File: src/rtl/ncube_pkg.sv
// ----------------------------------------------------------------------------
// ncube_pkg
// shared widths, codes and defaults of the normalisation cube texel unit
// ----------------------------------------------------------------------------
package ncube_pkg;

	// field widths
	localparam int FACE_W  = 3;
	localparam int COORD_W = 10;
	localparam int SIZE_W  = 11;
	localparam int BYTE_W  = 8;
	localparam int M_W     = 7;
	localparam int MSQ_W   = 14;

	// defaults
	localparam int                MAX_SIZE_DEF  = 1024;
	localparam logic [SIZE_W-1:0] CUBE_SIZE_RST = 11'd32;
	localparam logic [BYTE_W-1:0] ENC_ZERO      = 8'd128;

	// face codes
	localparam logic [FACE_W-1:0] FACE_PX = 3'd0;
	localparam logic [FACE_W-1:0] FACE_NX = 3'd1;
	localparam logic [FACE_W-1:0] FACE_PY = 3'd2;
	localparam logic [FACE_W-1:0] FACE_NY = 3'd3;
	localparam logic [FACE_W-1:0] FACE_PZ = 3'd4;
	localparam logic [FACE_W-1:0] FACE_NZ = 3'd5;

endpackage

File: src/rtl/ncube_search_step.sv
// ----------------------------------------------------------------------------
// ncube_search_step
// one bit of the per-component quotient search: largest m with m^2*L <= k
// ----------------------------------------------------------------------------
module ncube_search_step import ncube_pkg::*; #(
	parameter int NW  = 11,
	parameter int LW  = 2 * NW + 2,
	parameter int KW  = 2 * NW + 14,
	parameter int BIT = 6
) (
	input  logic                   clk,
	input  logic                   arst_n,
	input  logic                   en,
	input  logic                   v_in,
	input  logic [LW-1:0]          l_in,
	input  logic [2:0][KW-1:0]     k_in,
	input  logic [2:0][M_W-1:0]    m_in,
	input  logic [2:0][MSQ_W-1:0]  msq_in,
	input  logic [2:0]             eq_in,
	input  logic [2:0]             sign_in,
	input  logic                   bad_in,
	output logic                   v_q,
	output logic [LW-1:0]          l_q,
	output logic [2:0][KW-1:0]     k_q,
	output logic [2:0][M_W-1:0]    m_q,
	output logic [2:0][MSQ_W-1:0]  msq_q,
	output logic [2:0]             eq_q,
	output logic [2:0]             sign_q,
	output logic                   bad_q
);
	localparam int PW = MSQ_W + LW;
	localparam logic [M_W-1:0] LO_MASK = M_W'((1 << BIT) - 1);
	localparam logic [M_W-1:0] HI_MASK = M_W'(~((1 << (BIT + 1)) - 1));

	logic [2:0][MSQ_W-1:0] cand_sq;
	logic [2:0][PW-1:0]    prod;
	logic [2:0]            take;

	// trial square built incrementally, then one multiply and compare
	always_comb begin
		for (int i = 0; i < 3; i++) begin
			cand_sq[i] = msq_in[i] + (MSQ_W'(m_in[i]) << (BIT + 1))
				+ MSQ_W'(1 << (2 * BIT));
			prod[i]    = PW'(cand_sq[i]) * PW'(l_in);
			take[i]    = prod[i] <= PW'(k_in[i]);
		end
	end

	always_ff @(posedge clk or negedge arst_n) begin
		if (!arst_n) begin
			v_q <= 1'b0;
		end else if (en) begin
			v_q <= v_in;
		end
	end

	always_ff @(posedge clk) begin
		if (en) begin
			for (int i = 0; i < 3; i++) begin
				if (take[i]) begin
					m_q[i]   <= m_in[i] | M_W'(1 << BIT);
					msq_q[i] <= cand_sq[i];
					eq_q[i]  <= prod[i] == PW'(k_in[i]);
				end else begin
					m_q[i]   <= m_in[i];
					msq_q[i] <= msq_in[i];
					eq_q[i]  <= eq_in[i];
				end
			end
			l_q    <= l_in;
			k_q    <= k_in;
			sign_q <= sign_in;
			bad_q  <= bad_in;
		end
	end

	// running square matches the running quotient
	a_msq_track: assert property (@(posedge clk) disable iff (!arst_n)
		v_q |-> (msq_q[0] == MSQ_W'(m_q[0]) * MSQ_W'(m_q[0])))
		else $error("running square out of step with quotient");

	// bits below this step still untouched
	a_low_clear: assert property (@(posedge clk) disable iff (!arst_n)
		v_q |-> ((m_q[1] & LO_MASK) == '0))
		else $error("quotient bits below the current step are set");

	// bits decided earlier are kept
	a_high_kept: assert property (@(posedge clk) disable iff (!arst_n)
		(en && v_in) |=> ((m_q[2] & HI_MASK) == ($past(m_in[2]) & HI_MASK)))
		else $error("earlier quotient bits changed");

endmodule

File: config.mk
export PLATFORM = sky130hd
export DESIGN_NAME = ncube_search_step
export DESIGN_NICKNAME = d
export VERILOG_FILES = /design/src/rtl/ncube_pkg.sv /design/src/rtl/ncube_search_step.sv
export SDC_FILE = /design/constraint.sdc
export NUM_CORES = 2
export LEC_CHECK = 0
export BUFFER_PORTS_ARGS = -buffer_cell sky130_fd_sc_hd__buf_2
export CAP_MARGIN = 20
export CORE_UTILIZATION = 50
export DETAILED_ROUTE_END_ITERATION = 12
export GPL_ROUTABILITY_DRIVEN = 0
export GPL_TIMING_DRIVEN = 0
export PLACE_DENSITY = 0.77
export SLEW_MARGIN = 20
export SYNTH_ARGS = -nofsm -noshare
export SYNTH_HDL_FRONTEND = slang
export SYNTH_SLANG_ARGS = --single-unit
File: constraint.sdc
create_clock -name clk -period 1.8 [get_ports clk]
set_clock_uncertainty 0.15 [all_clocks]
set_input_delay 0.36 -clock clk [delete_from_list [all_inputs] [get_ports clk]]
set_output_delay 0.36 -clock clk [all_outputs]
set_load 0.05 [all_outputs]
# Word level (Yosys, flattened, before mapping)
# Index checks and enable logic that the tools add are counted.
totals:
  reg_bits: 203
  in_bits: 206
  output_inout_bits: 203
  wordCells: 38
op_classes:
  addsub: 6
  mul: 3
  order_cmp: 3
  eq_ne: 3
  mux: 6
ops:
  columns: ["operator", "n"]
  rows:
  - ["$eq A38 B36 Y1", 3]
  - ["$le A38 B36 Y1", 3]
  - ["$mul A14 B24 Y38", 3]
  - ["$add A14 B13 Y14 const B", 3]
  - ["$add A14 B14 Y14", 3]
  - ["$mux W14", 3]
  - ["$mux W1", 3]

# Logic depth before layout (Yosys ltp)
logic_depth:
  word_depth: 5
  depth_mapped: 42
  mapped_depth_nobuf: 41

# Worst setup path after synthesis
# OpenSTA, ideal clock, no wires.
synth_timing:
  path_type: "input -> register"
  startpoint: "input m_in[8] (netlist bit)"
  endpoint: "register msq_q[21] (netlist bit), data pin"
  setup_ps: 260
  arrival_time_ps: 8910
  required_time_ps: 1390
  slack_ps: -7521
  path_stages: 37
  path_buffers: 2
  path_cell_list: "ha_1 ha_1 inv_1 fa_1 inv_1 a21o_1 a21oi_1 xnor2_1 clkbuf_1 and2_1 fa_1 inv_1 fa_1 fa_1 fa_1 inv_1 fa_1 inv_1 fa_1 inv_1 ha_1 nand4_1 nor2_1 nand3_1 a21oi_1 a211oi_2 or4b_2 a21oi_1 mux2i_1 o211ai_1 ha_1 nand4_1 nor4_1 nand3_1 a221o_1 buf_6 mux2_4"
synth_between:
  elab_chain_len: 5
synth_lines:
  columns: ["item", "line_no", "source"]
  rows:
  - ["start, declared", "ncube_search_step.sv:17", "input logic [2:0][M_W-1:0] m_in,"]
  - ["$add A14 B14 Y14", "ncube_search_step.sv:42", "cand_sq[i] = msq_in[i] + (MSQ_W'(m_in[i]) << (BIT + 1))"]
  - ["$add A14 B13 Y14", "ncube_search_step.sv:43", "+ MSQ_W'(1 << (2 * BIT));"]
  - ["$mul A14 B24 Y38", "ncube_search_step.sv:44", "prod[i] = PW'(cand_sq[i]) * PW'(l_in);"]
  - ["$le A38 B36 Y1", "ncube_search_step.sv:45", "take[i] = prod[i] <= PW'(k_in[i]);"]
  - ["$mux W14", "ncube_search_step.sv:60", "if (take[i]) begin"]
  - ["end signal, assigned by index", "ncube_search_step.sv:62", "msq_q[i] <= cand_sq[i];"]
  - ["end signal, assigned by index", "ncube_search_step.sv:66", "msq_q[i] <= msq_in[i];"]
  - ["end, declared", "ncube_search_step.sv:26", "output logic [2:0][MSQ_W-1:0] msq_q,"]
# Every way passes these cells.
# A chain may end at the register's enable or synchronous reset.

# Final worst setup path
layout_timing:
  startpoint: "input msq_in[23] (netlist bit)"
  endpoint: "register msq_q[27] (netlist bit), data pin"
layout_between:
  elab_chain_len: 5
layout_lines:
  columns: ["item", "line_no", "source"]
  rows:
  - ["start, declared", "ncube_search_step.sv:18", "input logic [2:0][MSQ_W-1:0] msq_in,"]
  - ["$add A14 B14 Y14 *", "ncube_search_step.sv:42", null]
  - ["$add A14 B13 Y14 *", "ncube_search_step.sv:43", null]
  - ["$mul A14 B24 Y38", "ncube_search_step.sv:44", null]
  - ["$le A38 B36 Y1", "ncube_search_step.sv:45", null]
  - ["$mux W14 *", "ncube_search_step.sv:60", null]
# Mark *: on every way between the ends. The rest lies on a longest branch, timed or not.

==> qor.yml <==
io_buffers: 408
cp_slowest_cell: "fa_2"
h-tree-depth: 1
ys_ff_latch: 203
initial_utilization: 0.508
synth_cells: 4560
critPathBufInv: 10
path_max_fanout: 8
clock.fmax_mhz: 109
violations: "setup timing"
min_period_ps: 9220
reg2reg_from: "v_q"
path_clk_slew_ps: 60
ys_types: 82
die_area_sq_um: 86400
wirelength_mm: 138
synthMuxAreaShare: 0.00649
synthFlopType: "edfxtp_1"
finalSetupViolCount: 27
cp.arrival_ps: 9430
hpwl_mm: 104
fin_cells: 6452
die_h_um: 294
worst_pin_slew_ps: 1330
ys_seq_area_frac: 0.143
outcome: "complete, but fails checks"
drt_iter0_markers: 2903
synth_nets: 5999
synth_area_sq_um: 42600
clock_sinks: 203
rrSetupSlack_ps: 900
synth-simple-area-share: 0.152
cap_violations: 0
min_to: "k_q[100]"
crit_path_end_kind: "flip-flop"
numPlacedInstances: 6104
yosys_warnings: 0
wl_per_cell_um: 21.3
post-route-period-util: 5.12
vias_per_cell: 5.58
grt_pass1_vias: 38100
rr_endpoint: "v_q"
whs_path_depth: 1
fin_ws_ps: -7420
hp-class: "in -> reg"
crit_top_cell: "fa_1"
ff2ff_path_depth: 1
cts_buffers: 25
drcViolationCount: 0
clockBufferDepth: 3
yosys-top-cells-count: "inv_1 (1064), fa_1 (786), nand2_1 (632), ha_1 (447), and2_1 (384)"
area_growth_pct: 20.8
final_nets: 6722
synth_edf_count: 202
synth_area_leaders: "fa_1 (37%), edfxtp_1 (14%), ha_1 (13%), inv_1 (9.4%), and2_1 (5.6%)"
synth-async-reset-ratio: 0.00493
synth_compound_area_frac: 0.0639
hp-start: "en"
track_usage: 0.321
worst_setup_path_start_kind: "input port"
synthXorXnorAreaFrac: 0.0238
tritoncts: "done"
drive_above_1_share: 0.157
hold_viol_final: 0
grt_pass1_wl_mm: 211
path_delay_family: "adder cells"
pin_count: 409
relSlewSlack: 0.112
antenna_found_initial: 14
postSynthAreaPerCell_sq_um: 9.35
overflow: 0
grt_start_max_net_pins: 103
num_rows: 106
worst_skew_pair.late_latency_ps: 610
die_x_um: 294
drv_slew: 0
root_buffer: "clkbuf_16"
synth_most_common_cell: "inv_1"
grt_setup_unrepaired: "true"
num_vias: 36000
synth_top_cell_by_area: "fa_1"
synthAdderAreaFrac: 0.500
path_class: "in -> reg"
synth.top_cell.area_share: 0.369
drtAntennaViolNets: 0
core_area_sq_um: 84000
slowest_delay_ps: 620
critPathRequiredTime_ps: 2010
synth_top_family_by_area: "adder cells"
dr.pass1.iters: 6
[worst max path at each step]
stage                from         to  slack (ps)  cells past startpoint
3_3_place_gp      m_in[8]  msq_q[26]       -8560                     38
6_report       msq_in[23]  msq_q[27]       -7420                     39
5_1_grt           m_in[9]  msq_q[25]       -7660                     40
4_1_cts           m_in[9]  msq_q[25]       -7340                     38
3_5_place_dp      m_in[9]  msq_q[25]       -8720                     37
2_1_floorplan  msq_in[23]  msq_q[21]       -6900                     39
[state kept, by name, indices dropped and copies added, names as in the netlist]
name    flops
v_q         1
sign_q      3
bad_q       1
m_q        21
l_q        24
msq_q      42
k_q       108
eq_q        3
[cell families after synthesis]
| kind of cell | after synthesis |
|---|---|
| buffers and inverters | 1258 |
| muxes | 23 |
| xor gates and xnor gates | 116 |
| adders and majority gates | 1233 |
| DFF | 203 |
| AOI/OAI and AO/OA | 419 |
| and+or+nand+nor | 1308 |
[cell usage in the layout (no fill, tap or decap), types with 80 or more instances in the layout]
| master | count |
|---|---|
| nand2_1 | 624 |
| nor2b_1 | 84 |
| buf_2 | 402 |
| edfxtp_1 | 202 |
| a21o_1 | 80 |
| buf_4 | 84 |
| ha_1 | 396 |
| fa_1 | 774 |
| a21oi_1 | 110 |
| dlygate4sd3_1 | 195 |
| inv_1 | 1041 |
| clkbuf_1 | 154 |
| and2_1 | 374 |
[through the flow]
| step | hold WS (ps) | area [sq um] | setup TNS, ps | setup slack (ps) | utilization |
|---|---|---|---|---|---|
| 4_1_cts | 0.150 | 50700 | -189040 | -7340 | 0.604 |
| 6_report | 19.0 | 51500 | -192820 | -7420 | 0.614 |
| 3_5_place_dp | -8.03 | 46700 | -225950 | -8720 | 0.556 |
| 5_1_grt | 17.6 | 51500 | -198560 | -7660 | 0.613 |
| 3_3_place_gp | -7.30 | 46600 | -732330 | -8560 | 0.555 |
| 2_1_floorplan | -85.6 | 43200 | -181920 | -6900 | - |
[area by class of cell]
| cell class | instances | area, sq um |
|---|---|---|
| diodes | 16 | 40.0 |
| plain buffers | 186 | 876 |
| clock buffers | 31 | 648 |
| clock inverters | 15 | 139 |
| fillers | 6708 | 32400 |
| inverters | 1064 | 3990 |
| multi-input cells | 3099 | 33300 |
| flip-flops and latches | 203 | 6090 |
| well taps | 1134 | 1420 |
| repair buffers | 704 | 4960 |
[timing repair]
action,in CTS,in global routing
hold endpoints to repair,193,1
endpoints found under the setup margin,27,27
hold buffers,194,1
setup buffers,58,42
cloned,3,0
resized for setup,171,144
pin swaps,86,115
[metal layers]
layer	wire [um]	up-vias	part of all wire	GRT usage
li1	-	15400	-	-
met5	26	-	0.00019	0.00113
met1	47500	17800	0.34	0.378
met3	15600	646	0.11	0.0849
met4	9850	4	0.072	0.187
met2	64700	2174	0.47	0.529
Power is not shown: default switching activity piles up to over one toggle a cycle in this logic, so the estimate is an artifact.
