File: src/rtl/ncube_pkg.sv
// ----------------------------------------------------------------------------
// ncube_pkg
// shared widths, codes and defaults of the normalisation cube texel unit
// ----------------------------------------------------------------------------
package ncube_pkg;

	// field widths
	localparam int FACE_W  = 3;
	localparam int COORD_W = 10;
	localparam int SIZE_W  = 11;
	localparam int BYTE_W  = 8;
	localparam int M_W     = 7;
	localparam int MSQ_W   = 14;

	// defaults
	localparam int                MAX_SIZE_DEF  = 1024;
	localparam logic [SIZE_W-1:0] CUBE_SIZE_RST = 11'd32;
	localparam logic [BYTE_W-1:0] ENC_ZERO      = 8'd128;

	// face codes
	localparam logic [FACE_W-1:0] FACE_PX = 3'd0;
	localparam logic [FACE_W-1:0] FACE_NX = 3'd1;
	localparam logic [FACE_W-1:0] FACE_PY = 3'd2;
	localparam logic [FACE_W-1:0] FACE_NY = 3'd3;
	localparam logic [FACE_W-1:0] FACE_PZ = 3'd4;
	localparam logic [FACE_W-1:0] FACE_NZ = 3'd5;

endpackage

File: src/rtl/ncube_front.sv
// ----------------------------------------------------------------------------
// ncube_front
// direction forming, squaring and length/target sums (stages s1 to s3)
// ----------------------------------------------------------------------------
module ncube_front import ncube_pkg::*; #(
	parameter int MAX_SIZE = MAX_SIZE_DEF,
	parameter int NW       = 11,
	parameter int LW       = 2 * NW + 2,
	parameter int KW       = 2 * NW + 14
) (
	input  logic                    clk,
	input  logic                    arst_n,
	input  logic                    en,
	input  logic                    in_valid,
	input  logic [FACE_W-1:0]       face,
	input  logic [COORD_W-1:0]      col,
	input  logic [COORD_W-1:0]      row,
	input  logic [SIZE_W-1:0]       cube_size,
	output logic                    v_s3,
	output logic [LW-1:0]           l_s3,
	output logic [2:0][KW-1:0]      k_s3,
	output logic [2:0]              sign_s3,
	output logic                    bad_s3
);
	localparam int SW = NW + 2;
	localparam int CW = ((NW > COORD_W) ? NW : COORD_W) + 1;
	localparam int GW = ((SIZE_W > NW) ? SIZE_W : NW) + 1;
	localparam int QW = 2 * NW;

	logic [NW-1:0]           n_c;
	logic [NW-1:0]           nm1_c;
	logic [NW-1:0]           col_c;
	logic [NW-1:0]           row_c;
	logic signed [SW-1:0]    s_c;
	logic signed [SW-1:0]    t_c;
	logic signed [SW-1:0]    nn_c;
	logic signed [2:0][SW-1:0] comp_c;
	logic                    bad_c;

	logic                    v_s1;
	logic [2:0][NW-1:0]      abs_s1;
	logic [2:0]              sign_s1;
	logic                    bad_s1;

	logic                    v_s2;
	logic [2:0][QW-1:0]      sq_s2;
	logic [2:0]              sign_s2;
	logic                    bad_s2;

	// effective size and clamped coordinates
	always_comb begin
		if (cube_size == '0) begin
			n_c = NW'(1);
		end else if (GW'(cube_size) > GW'(MAX_SIZE)) begin
			n_c = NW'(MAX_SIZE);
		end else begin
			n_c = NW'(cube_size);
		end
		nm1_c = n_c - NW'(1);
		col_c = (CW'(col) > CW'(nm1_c)) ? nm1_c : NW'(col);
		row_c = (CW'(row) > CW'(nm1_c)) ? nm1_c : NW'(row);
		nn_c  = $signed({2'b00, n_c});
		s_c   = $signed({1'b0, col_c, 1'b1}) - nn_c;
		t_c   = $signed({1'b0, row_c, 1'b1}) - nn_c;
	end

	// direction per face
	always_comb begin
		bad_c = 1'b0;
		case (face)
			FACE_PX: begin
				comp_c[0] = nn_c;  comp_c[1] = -t_c;  comp_c[2] = -s_c;
			end
			FACE_NX: begin
				comp_c[0] = -nn_c; comp_c[1] = -t_c;  comp_c[2] = s_c;
			end
			FACE_PY: begin
				comp_c[0] = s_c;   comp_c[1] = nn_c;  comp_c[2] = t_c;
			end
			FACE_NY: begin
				comp_c[0] = s_c;   comp_c[1] = -nn_c; comp_c[2] = -t_c;
			end
			FACE_PZ: begin
				comp_c[0] = s_c;   comp_c[1] = -t_c;  comp_c[2] = nn_c;
			end
			FACE_NZ: begin
				comp_c[0] = -s_c;  comp_c[1] = -t_c;  comp_c[2] = -nn_c;
			end
			default: begin
				comp_c = '0;
				bad_c  = 1'b1;
			end
		endcase
	end

	// valid bits
	always_ff @(posedge clk or negedge arst_n) begin
		if (!arst_n) begin
			v_s1 <= 1'b0;
			v_s2 <= 1'b0;
			v_s3 <= 1'b0;
		end else if (en) begin
			v_s1 <= in_valid;
			v_s2 <= v_s1;
			v_s3 <= v_s2;
		end
	end

	// payload stages
	always_ff @(posedge clk) begin
		if (en) begin
			// s1: magnitude and sign
			for (int i = 0; i < 3; i++) begin
				sign_s1[i] <= comp_c[i][SW-1];
				abs_s1[i]  <= comp_c[i][SW-1] ? NW'(-comp_c[i]) : NW'(comp_c[i]);
			end
			bad_s1 <= bad_c;
			// s2: squares
			for (int i = 0; i < 3; i++) begin
				sq_s2[i] <= QW'(abs_s1[i]) * QW'(abs_s1[i]);
			end
			sign_s2 <= sign_s1;
			bad_s2  <= bad_s1;
			// s3: squared length and 127^2 scaled targets
			l_s3 <= LW'(sq_s2[0]) + LW'(sq_s2[1]) + LW'(sq_s2[2]);
			for (int i = 0; i < 3; i++) begin
				k_s3[i] <= (KW'(sq_s2[i]) << 14) - (KW'(sq_s2[i]) << 8) + KW'(sq_s2[i]);
			end
			sign_s3 <= sign_s2;
			bad_s3  <= bad_s2;
		end
	end

endmodule

File: config.mk
export PLATFORM = sky130hd
export DESIGN_NAME = ncube_front
export DESIGN_NICKNAME = d
export VERILOG_FILES = /design/src/rtl/ncube_pkg.sv /design/src/rtl/ncube_front.sv
export SDC_FILE = /design/constraint.sdc
export NUM_CORES = 1
export LEC_CHECK = 0
export BUFFER_PORTS_ARGS = -buffer_cell sky130_fd_sc_hd__buf_2
export CAP_MARGIN = 20
export CELL_PAD_IN_SITES_DETAIL_PLACEMENT = 1
export CELL_PAD_IN_SITES_GLOBAL_PLACEMENT = 2
export CORE_MARGIN = 2
export CORE_UTILIZATION = 40
export CTS_BUF_LIST = sky130_fd_sc_hd__clkbuf_4 sky130_fd_sc_hd__clkbuf_8
export DETAILED_ROUTE_END_ITERATION = 6
export PLACE_DENSITY_LB_ADDON = 0.15
export SETUP_SLACK_MARGIN = 0.3
export SLEW_MARGIN = 20
export SYNTH_ARGS = -nofsm -noshare
export SYNTH_HDL_FRONTEND = slang
export SYNTH_SLANG_ARGS = --single-unit
File: constraint.sdc
create_clock -name clk -period 12.9 [get_ports clk]
set_input_delay 1.935 -clock clk [delete_from_list [all_inputs] [get_ports clk]]
set_output_delay 1.935 -clock clk [all_outputs]
set_load 0.02 [all_outputs]
* Word level (Yosys, flattened, before mapping) *
Index checks and enable logic that the tools add are counted.

cells by class
  add/subtract/negate cells = 17
  $mul = 3
  $lt $le $gt $ge = 3
  equal/unequal tests = 5
  muxes and demuxes = 9
  reduce and logical (&&, ||, !) cells = 3

operators with widths
  operator                 count
  $pmux W39 S6             1
  $add A36 B22 Y36         3
  $sub A36 B30 Y36         3
  $mux W11                 7
  $mul A11 B11 Y22         3
  $neg A11 Y11             3
  $neg A13 Y13             2
  $sub A12 B11 Y13         2
  $add A23 B22 Y24         1
  $add A22 B22 Y23         1
  $gt A10 B11 Y1           2
  $neg A11 Y13             1
  $gt A11 B11 Y1 const B   1
  $logic_not A11 Y1        1
  $sub A11 B1 Y11 const B  1
  $eq A3 B2 Y1 const B     2
  $eq A3 B3 Y1 const B     2
  $reduce_or A6 Y1         1
  $eq A3 B1 Y1 const B     1
  $logic_not A3 Y1         1
  $mux W1                  1

word-level totals
  flip-flop bits (word level) = 246
  input port bits = 38
  output and inout port bits = 137

* Logic depth before layout (Yosys ltp) *
Gate-level depths: netlist of run 1.

  depth after elaboration = 11
  depth in mapped cells = 34

* Worst setup path after synthesis of run 1 *
OpenSTA, ideal clock, no wires.

  kind = input to register
  start point = input port cube_size[4]
  end point = register abs_s1[8] (netlist bit) (data pin)
  setup time = 268 ps
  arrival = 8434 ps
  required time = 12632 ps
  slack = 4198 ps
  stages on the path = 34
  buffers on the path = 3
  cell sequence = buf_2 nor4_4 a31o_2 nand2_1 ha_1 clkbuf_1 xor2_1 inv_1 ha_1 o21a_1 o21a_1 o21a_1 o31ai_1 a21oi_1 o221ai_1 nand2_1 maj3_2 and2_1 buf_2 o21ai_0 ha_1 fa_1 nor2b_1 o21a_1 or3_4 a221o_1 a21o_1 nor4_4 or3b_1 a21oi_1 o21a_1 inv_2 and2_1 xor2_1

RTL lines
  item                            RTL line            RTL
  start: declaration              ncube_front.sv:18   input logic [SIZE_W-1:0] cube_size,
  end signal: indexed assignment  ncube_front.sv:115  abs_s1[i] <= comp_c[i][SW-1] ? NW'(-comp_c[i]) : NW'(comp_c[i]);
  end: declaration                ncube_front.sv:41   logic [2:0][NW-1:0] abs_s1;

==> results of run 1 <==
worst max-delay path by stage:
stage | startpoint | end | slack (ns)
detailed placement | cube_size[4] | abs_s1[15] | 3.12
finish | cube_size[4] | abs_s1[8] | 3.88
CTS | cube_size[4] | abs_s1[15] | 3.71
global route | cube_size[4] | abs_s1[8] | 3.47
global placement | cube_size[4] | abs_s1[15] | 3.55
floorplan | cube_size[4] | abs_s1[8] | 4.20
metal layers:
metal  vias to the layer above  share of wire [%]  global-route usage, %
met5                         -                  0                      0
met4                         0                3.0                   6.72
li1                      10400                  -                      -
met1                     10600                 45                   28.2
met3                       113                2.6                   2.13
met2                       326                 49                   38.8
logic make-up (layout without fill, tap and decap cells):
group           Yosys count  in the layout  share of synthesized area (%)
buf+inv                 509            697                           6.86
fa+ha+maj               597            597                           32.6
other cells               1              7                         0.0132
flops                   240            240                           25.4
mux                      11             11                          0.477
compound gates          634            634                           14.4
simple gates            732            732                           12.9
xor+xnor                241            241                           7.44
state kept, by name (all words and copies together), names as in the netlist:
signal	cells
l_s3	24
v_s3	1
bad_s1	1
abs_s1	33
v_s2	1
sign_s1	3
bad_s2	1
sign_s2	3
v_s1	1
k_s3	105
sign_s3	3
bad_s3	1
sq_s2	63
cells in the final DEF, fill, tap and decap left out, types with 20 or more instances in the layout:
cell type	netlist	final
sky130_fd_sc_hd__o21a_1	59	59
sky130_fd_sc_hd__xor2_1	69	69
sky130_fd_sc_hd__and3_1	30	30
sky130_fd_sc_hd__xnor2_1	172	172
sky130_fd_sc_hd__a21o_1	59	59
sky130_fd_sc_hd__o211ai_1	21	21
sky130_fd_sc_hd__and2_1	117	117
sky130_fd_sc_hd__nand3_1	45	45
sky130_fd_sc_hd__buf_2	5	170
sky130_fd_sc_hd__nand2_1	206	206
sky130_fd_sc_hd__nor2_1	148	148
sky130_fd_sc_hd__nor2b_1	40	40
sky130_fd_sc_hd__o21bai_1	24	24
sky130_fd_sc_hd__clkbuf_8	0	48
sky130_fd_sc_hd__fa_1	235	235
sky130_fd_sc_hd__ha_1	360	360
sky130_fd_sc_hd__a211oi_1	20	20
sky130_fd_sc_hd__o21ai_0	113	112
sky130_fd_sc_hd__edfxtp_1	237	237
sky130_fd_sc_hd__inv_1	428	428
sky130_fd_sc_hd__nand2b_1	29	29
sky130_fd_sc_hd__nor3_1	47	47
sky130_fd_sc_hd__a21oi_1	201	201
through the flow:
step | hold slack [ns] | worst slack (ns) | utilization [%] | instances
after floorplan | 0.400 | 4.20 | - | 2970
after global placement | 0.400 | 3.55 | 43.0 | 4013
after detailed placement | 0.407 | 3.12 | 43.0 | 4013
after CTS | 0.434 | 3.71 | 44.4 | 4098
after global routing | 0.453 | 3.47 | 44.4 | 4099
final | 0.428 | 3.88 | 44.4 | 4099
final cells by class:
| class | instances | share of cell area [%] |
|---|---|---|
| diodes | 1 | 0.00803 |
| clock buffers | 51 | 2.19 |
| clock inverters | 34 | 1.00 |
| inverters | 434 | 5.24 |
| multi-input cells | 2221 | 61.7 |
| flip-flops and latches | 240 | 23.1 |
| well taps | 940 | 3.78 |
| repair buffers | 178 | 2.95 |
worst max-delay path: cells and delay by family:
family / cells / cell delay [ns]
adder cells (fa/ha/maj): 5 / 1.74
buffers and inverters: 2 / 0.27
AO/OA/AOI/OAI: 13 / 2.82
AND/OR/NAND/NOR: 10 / 2.45
XOR/XNOR: 1 / 0.13
==> summary.txt, run 1 <==
====================================================================================
Status                                                                     completed
Cell count of the worst reg-to-reg path                                           19
Number of warning messages in the yosys log                                        0
Tightest Hold Check Type                                                register to register
Post-synthesis instance area                                              28400 um^2
Arrival time reported for the critical path endpoint                         9.35 ns
Crit path time final                                                         9.02 ns
Via count of the first global-routing pass                                     23500
Worst Path Required                                                         13.22 ns
Post-synthesis sequential area ratio                                           25.4%
CTS Root Buffer Type                                                    sky130_fd_sc_hd__clkbuf_8
Capturing element type of the critical path                                 register
Pin slew with the least headroom to its limit                                1.03 ns
Element type at the critical path start                                    input pin
Max Clock Skew                                                             0.0438 ns
Mapped Avg Cell Area                                                       9.56 um^2
Iteration count of the initial detailed-routing pass                               5
CTS buffer count                                                                  46
Maximum buffer depth of the clock tree                                             3
First-pass GRT wire length                                                 128000 um
Critical Path Fanout Max                                                          10
Most numerous cell in the Yosys netlist                                 sky130_fd_sc_hd__inv_1
Buffers on Ports                                                                 171
CTS sink count                                                                   240
Largest cells by area after synthesis                                   sky130_fd_sc_hd__edfxtp_1 (25%), sky130_fd_sc_hd__fa_1 (17%), sky130_fd_sc_hd__ha_1 (16%)
Hold path depth                                                                    0
Crit path max-delay cell type                                           sky130_fd_sc_hd__ha_1
Share of the cycle needed by the critical path after routing                   70.0%
Area added between synthesis and finish                                        9.86%
Leftover overflow at the end of global routing                                     0
Starting DRT DRC Count                                                          1017
Clock slew seen by the registers of the worst setup and hold paths           0.05 ns
Top cell type's share of synthesized area                                      25.1%
Drt total wl                                                                79100 um
Die Ht                                                                        270 um
Area of the core                                                          70100 um^2
Number of nets in the finished design                                           3754
Multi-input combinational cell area                                       19200 um^2
Post-route standard cell area excluding fillers                           31100 um^2
CTS tree                                                                        done
Final total negative setup slack                                                0 ns
Gate Count Post-Synth                                                           2965
IO Pins                                                                          175
Synth top cells by count                                                sky130_fd_sc_hd__inv_1 (428), sky130_fd_sc_hd__ha_1 (360), sky130_fd_sc_hd__edfxtp_1 (237)
Pin count of the biggest net entering global routing                              88
Average wire per standard cell                                               19.3 um
Final Hold Viols                                                                   0
Post-CTS setup repair buffer count                                                 0
Worst Hold End                                                                bad_s2
Category of the most critical setup path                                input pin to register
Maximum clock frequency                                                      111 MHz
Routability cong.                                                              0.912
Filler cells                                                                    8149
Avg Vias per Cell                                                               5.24
GRT Util Overall                                                               21.9%
Standard-cell rows                                                                97
Capturing point of the worst reg2reg path                                  sq_s2[42]
# Max-Cap Violations                                                               0
Number of H-tree levels                                                            2
Starting density of the core                                                   40.4%
Cts hold-fix bufs                                                                  0
Setup repair after global routing missed its margin                            false
Commonest register cell after synthesis                                 sky130_fd_sc_hd__edfxtp_1
Antenna violations before repair                                                   1
Register cell area after layout                                            7190 um^2
Total of endpoints with negative setup slack in the final report                   0
Die outline width                                                             270 um
Die area                                                                  73000 um^2
Min-delay src                                                                 bad_s1
DP Wirelength                                                               65500 um
Post-synth cell types                                                             86
Critical path's most frequent cell                                      sky130_fd_sc_hd__o21a_1
Worst reg2reg startpoint                                                  abs_s1[15]
Instance area at placement                                                30200 um^2
Post-route DRC violation count                                                     0
Largest stage delay on the critical path                                     0.59 ns
CTS-repair resized insts                                                           0
Max-slew headroom at the worst pin                                             30.5%
EDFF count, synth                                                                237
Insertion delay to the later sink of the worst-skew pair                     0.64 ns
Leading area contributor after synthesis                                sky130_fd_sc_hd__edfxtp_1
Proportion of synthesized flip-flops having asynchronous set or reset          1.25%
Share of final-layout standard cells stronger than drive strength 1            9.44%
Yosys reg bits                                                                   240
Antenna-violating nets left                                                        0
Final max-slew violation count                                                     0
Setup slack of the worst register-to-register path                           6.85 ns
Count of vias placed by the detailed router                                    21500
====================================================================================
Power of run 1 is left out: the tool's default activity adds up to more than one toggle a clock period on the data nets, which glitch-free logic cannot reach.
==> inputs of run 2 (changes only) <==
- clock period: 12.9 -> 8.6 ns (I/O delays scaled with it)
==> summary.txt, run 2 (same netlist as run 1, synthesis figures left out) <==
==================================================================================
Status                                                                   completed
# Max-Cap Violations                                                             0
Average wire per standard cell                                             19.2 um
Category of the most critical setup path                              input pin to register
CTS tree                                                                      done
Post-CTS setup repair buffer count                                               0
First-pass GRT wire length                                               128000 um
Biggest register                                                              k_s3
Maximum clock frequency                                                    129 MHz
Setup slack of the worst register-to-register path                         2.42 ns
Arrival time reported for the critical path endpoint                       8.06 ns
Min-delay src                                                           sign_s2[1]
GRT Util Overall                                                             21.8%
Via count of the first global-routing pass                                   23400
Leftover overflow at the end of global routing                                   0
Area of the core                                                        70100 um^2
Die outline width                                                           270 um
Post-route DRC violation count                                                   0
Crit path max-delay cell type                                         sky130_fd_sc_hd__or3b_1
Worst Hold End                                                          sign_s3[1]
Pin count of the biggest net entering global routing                           115
Die Ht                                                                      270 um
Final max-slew violation count                                                   0
Largest stage delay on the critical path                                   0.43 ns
Max Clock Skew                                                           0.0345 ns
Capturing element type of the critical path                               register
Count of vias placed by the detailed router                                  21700
Setup repair after global routing missed its margin                          false
Antenna-violating nets left                                                      0
IO Pins                                                                        175
CTS sink count                                                                 240
DP Wirelength                                                             65600 um
Filler cells                                                                  8132
Starting density of the core                                                 40.4%
Hold path depth                                                                  0
Maximum buffer depth of the clock tree                                           3
Number of nets in the finished design                                         3777
Tightest Hold Check Type                                              register to register
Die area                                                                73000 um^2
Critical path's most frequent cell                                    sky130_fd_sc_hd__o21a_1
Final total negative setup slack                                              0 ns
Total of endpoints with negative setup slack in the final report                 0
Leading cell types in the layout, fill and taps excluded              sky130_fd_sc_hd__inv_1 (428), sky130_fd_sc_hd__ha_1 (360), sky130_fd_sc_hd__edfxtp_1 (237)
Crit path time final                                                       7.72 ns
Critical Path Fanout Max                                                         7
Final Hold Viols                                                                 0
Clock slew seen by the registers of the worst setup and hold paths         0.06 ns
Iteration count of the initial detailed-routing pass                             5
Avg Vias per Cell                                                             5.26
Cell count of the worst reg-to-reg path                                         19
Drt total wl                                                              79100 um
Element type at the critical path start                                  input pin
CTS buffer count                                                                45
Capturing point of the worst reg2reg path                                sq_s2[42]
Share of final-layout standard cells stronger than drive strength 1          10.0%
Buffers on Ports                                                               171
Pin slew with the least headroom to its limit                             0.968 ns
CTS Root Buffer Type                                                  sky130_fd_sc_hd__clkbuf_8
Number of H-tree levels                                                          2
Area added between synthesis and finish                                      10.3%
Standard-cell rows                                                              97
Routability cong.                                                            0.904
Flip-flop count of the largest register, all copies and words added            105
Starting DRT DRC Count                                                         886
Worst Path Required                                                        8.94 ns
Insertion delay to the later sink of the worst-skew pair                   0.62 ns
Share of the cycle needed by the critical path after routing                 89.8%
Leading registers by flop count                                       k_s3: 105 flops, sq_s2: 63 flops, abs_s1: 33 flops
Max-slew headroom at the worst pin                                           35.5%
Most common cell after layout, fill and taps aside                    sky130_fd_sc_hd__inv_1
Worst reg2reg startpoint                                                abs_s1[15]
Antenna violations before repair                                                 1
==================================================================================
-- run 2: cell types whose count changed in the layout (fill, tap and decap cells not counted), sizes merged --
cell      delta
clkbuf       +6
inv          -2
clkinvlp     -6
buf         +24
clkinv       +3
bufinv       -2
-- run 2: worst max-delay path by stage --
| stage | start | end | slack, ns |
|---|---|---|---|
| after global routing | cube_size[0] | abs_s1[32] | 0.42 |
| after floorplan | cube_size[4] | abs_s1[8] | 0.54 |
| after global placement | cube_size[0] | abs_s1[31] | 0.35 |
| after detailed placement | cube_size[0] | abs_s1[13] | 0.05 |
| after CTS | cube_size[0] | abs_s1[13] | 0.72 |
| final | cube_size[0] | abs_s1[32] | 0.88 |
-- run 2: worst max-delay path: cells and delay by family --
family                   cells  cell delay (ns)
AO/OA/AOI/OAI               14             2.89
AND/OR/NAND/NOR              9             2.08
buffers and inverters        2             0.19
XOR/XNOR                     1             0.11
adder cells (fa/ha/maj)      5             1.46
-- run 2: stage by stage --
stage          area, um^2  instances  util, %  hold slack, ns  worst slack [ns]
6_report            31300       4122     44.6           0.420             0.877
5_1_grt             31300       4122     44.6           0.426             0.424
4_1_cts             31200       4120     44.5           0.410             0.716
3_5_place_dp        30300       4036     43.2           0.408            0.0466
3_3_place_gp        30300       4036     43.2           0.404             0.354
2_1_floorplan       28400       2970        -           0.400             0.543
-- run 2: layout make-up --
class | count | area, um^2 | area share [%]
Sequential cell | 240 | 7190 | 23.0
Tap cell | 940 | 1180 | 3.76
Clock buffer | 57 | 722 | 2.31
Multi-Input combinational cell | 2221 | 19200 | 61.5
Timing Repair Buffer | 202 | 1110 | 3.55
Antenna cell | 1 | 2.50 | 0.00800
Clock inverter | 27 | 199 | 0.636
Inverter | 434 | 1630 | 5.22
-- run 2: per-layer routing --
metal  track usage, %  wire length, um  vias up
met3             2.19             1980      103
met1             28.0            35800    10800
met4             5.80             1960        0
met5                0                0        -
met2             38.9            39300      292
li1                 -                -    10500
-- run 2: timing repair --
item,CTS,global route
hold buffers,0,0
endpoints found under the hold margin,0,0
setup endpoints to repair,0,11
gates resized for setup,0,3
Power of run 2 is left out for the same reason.
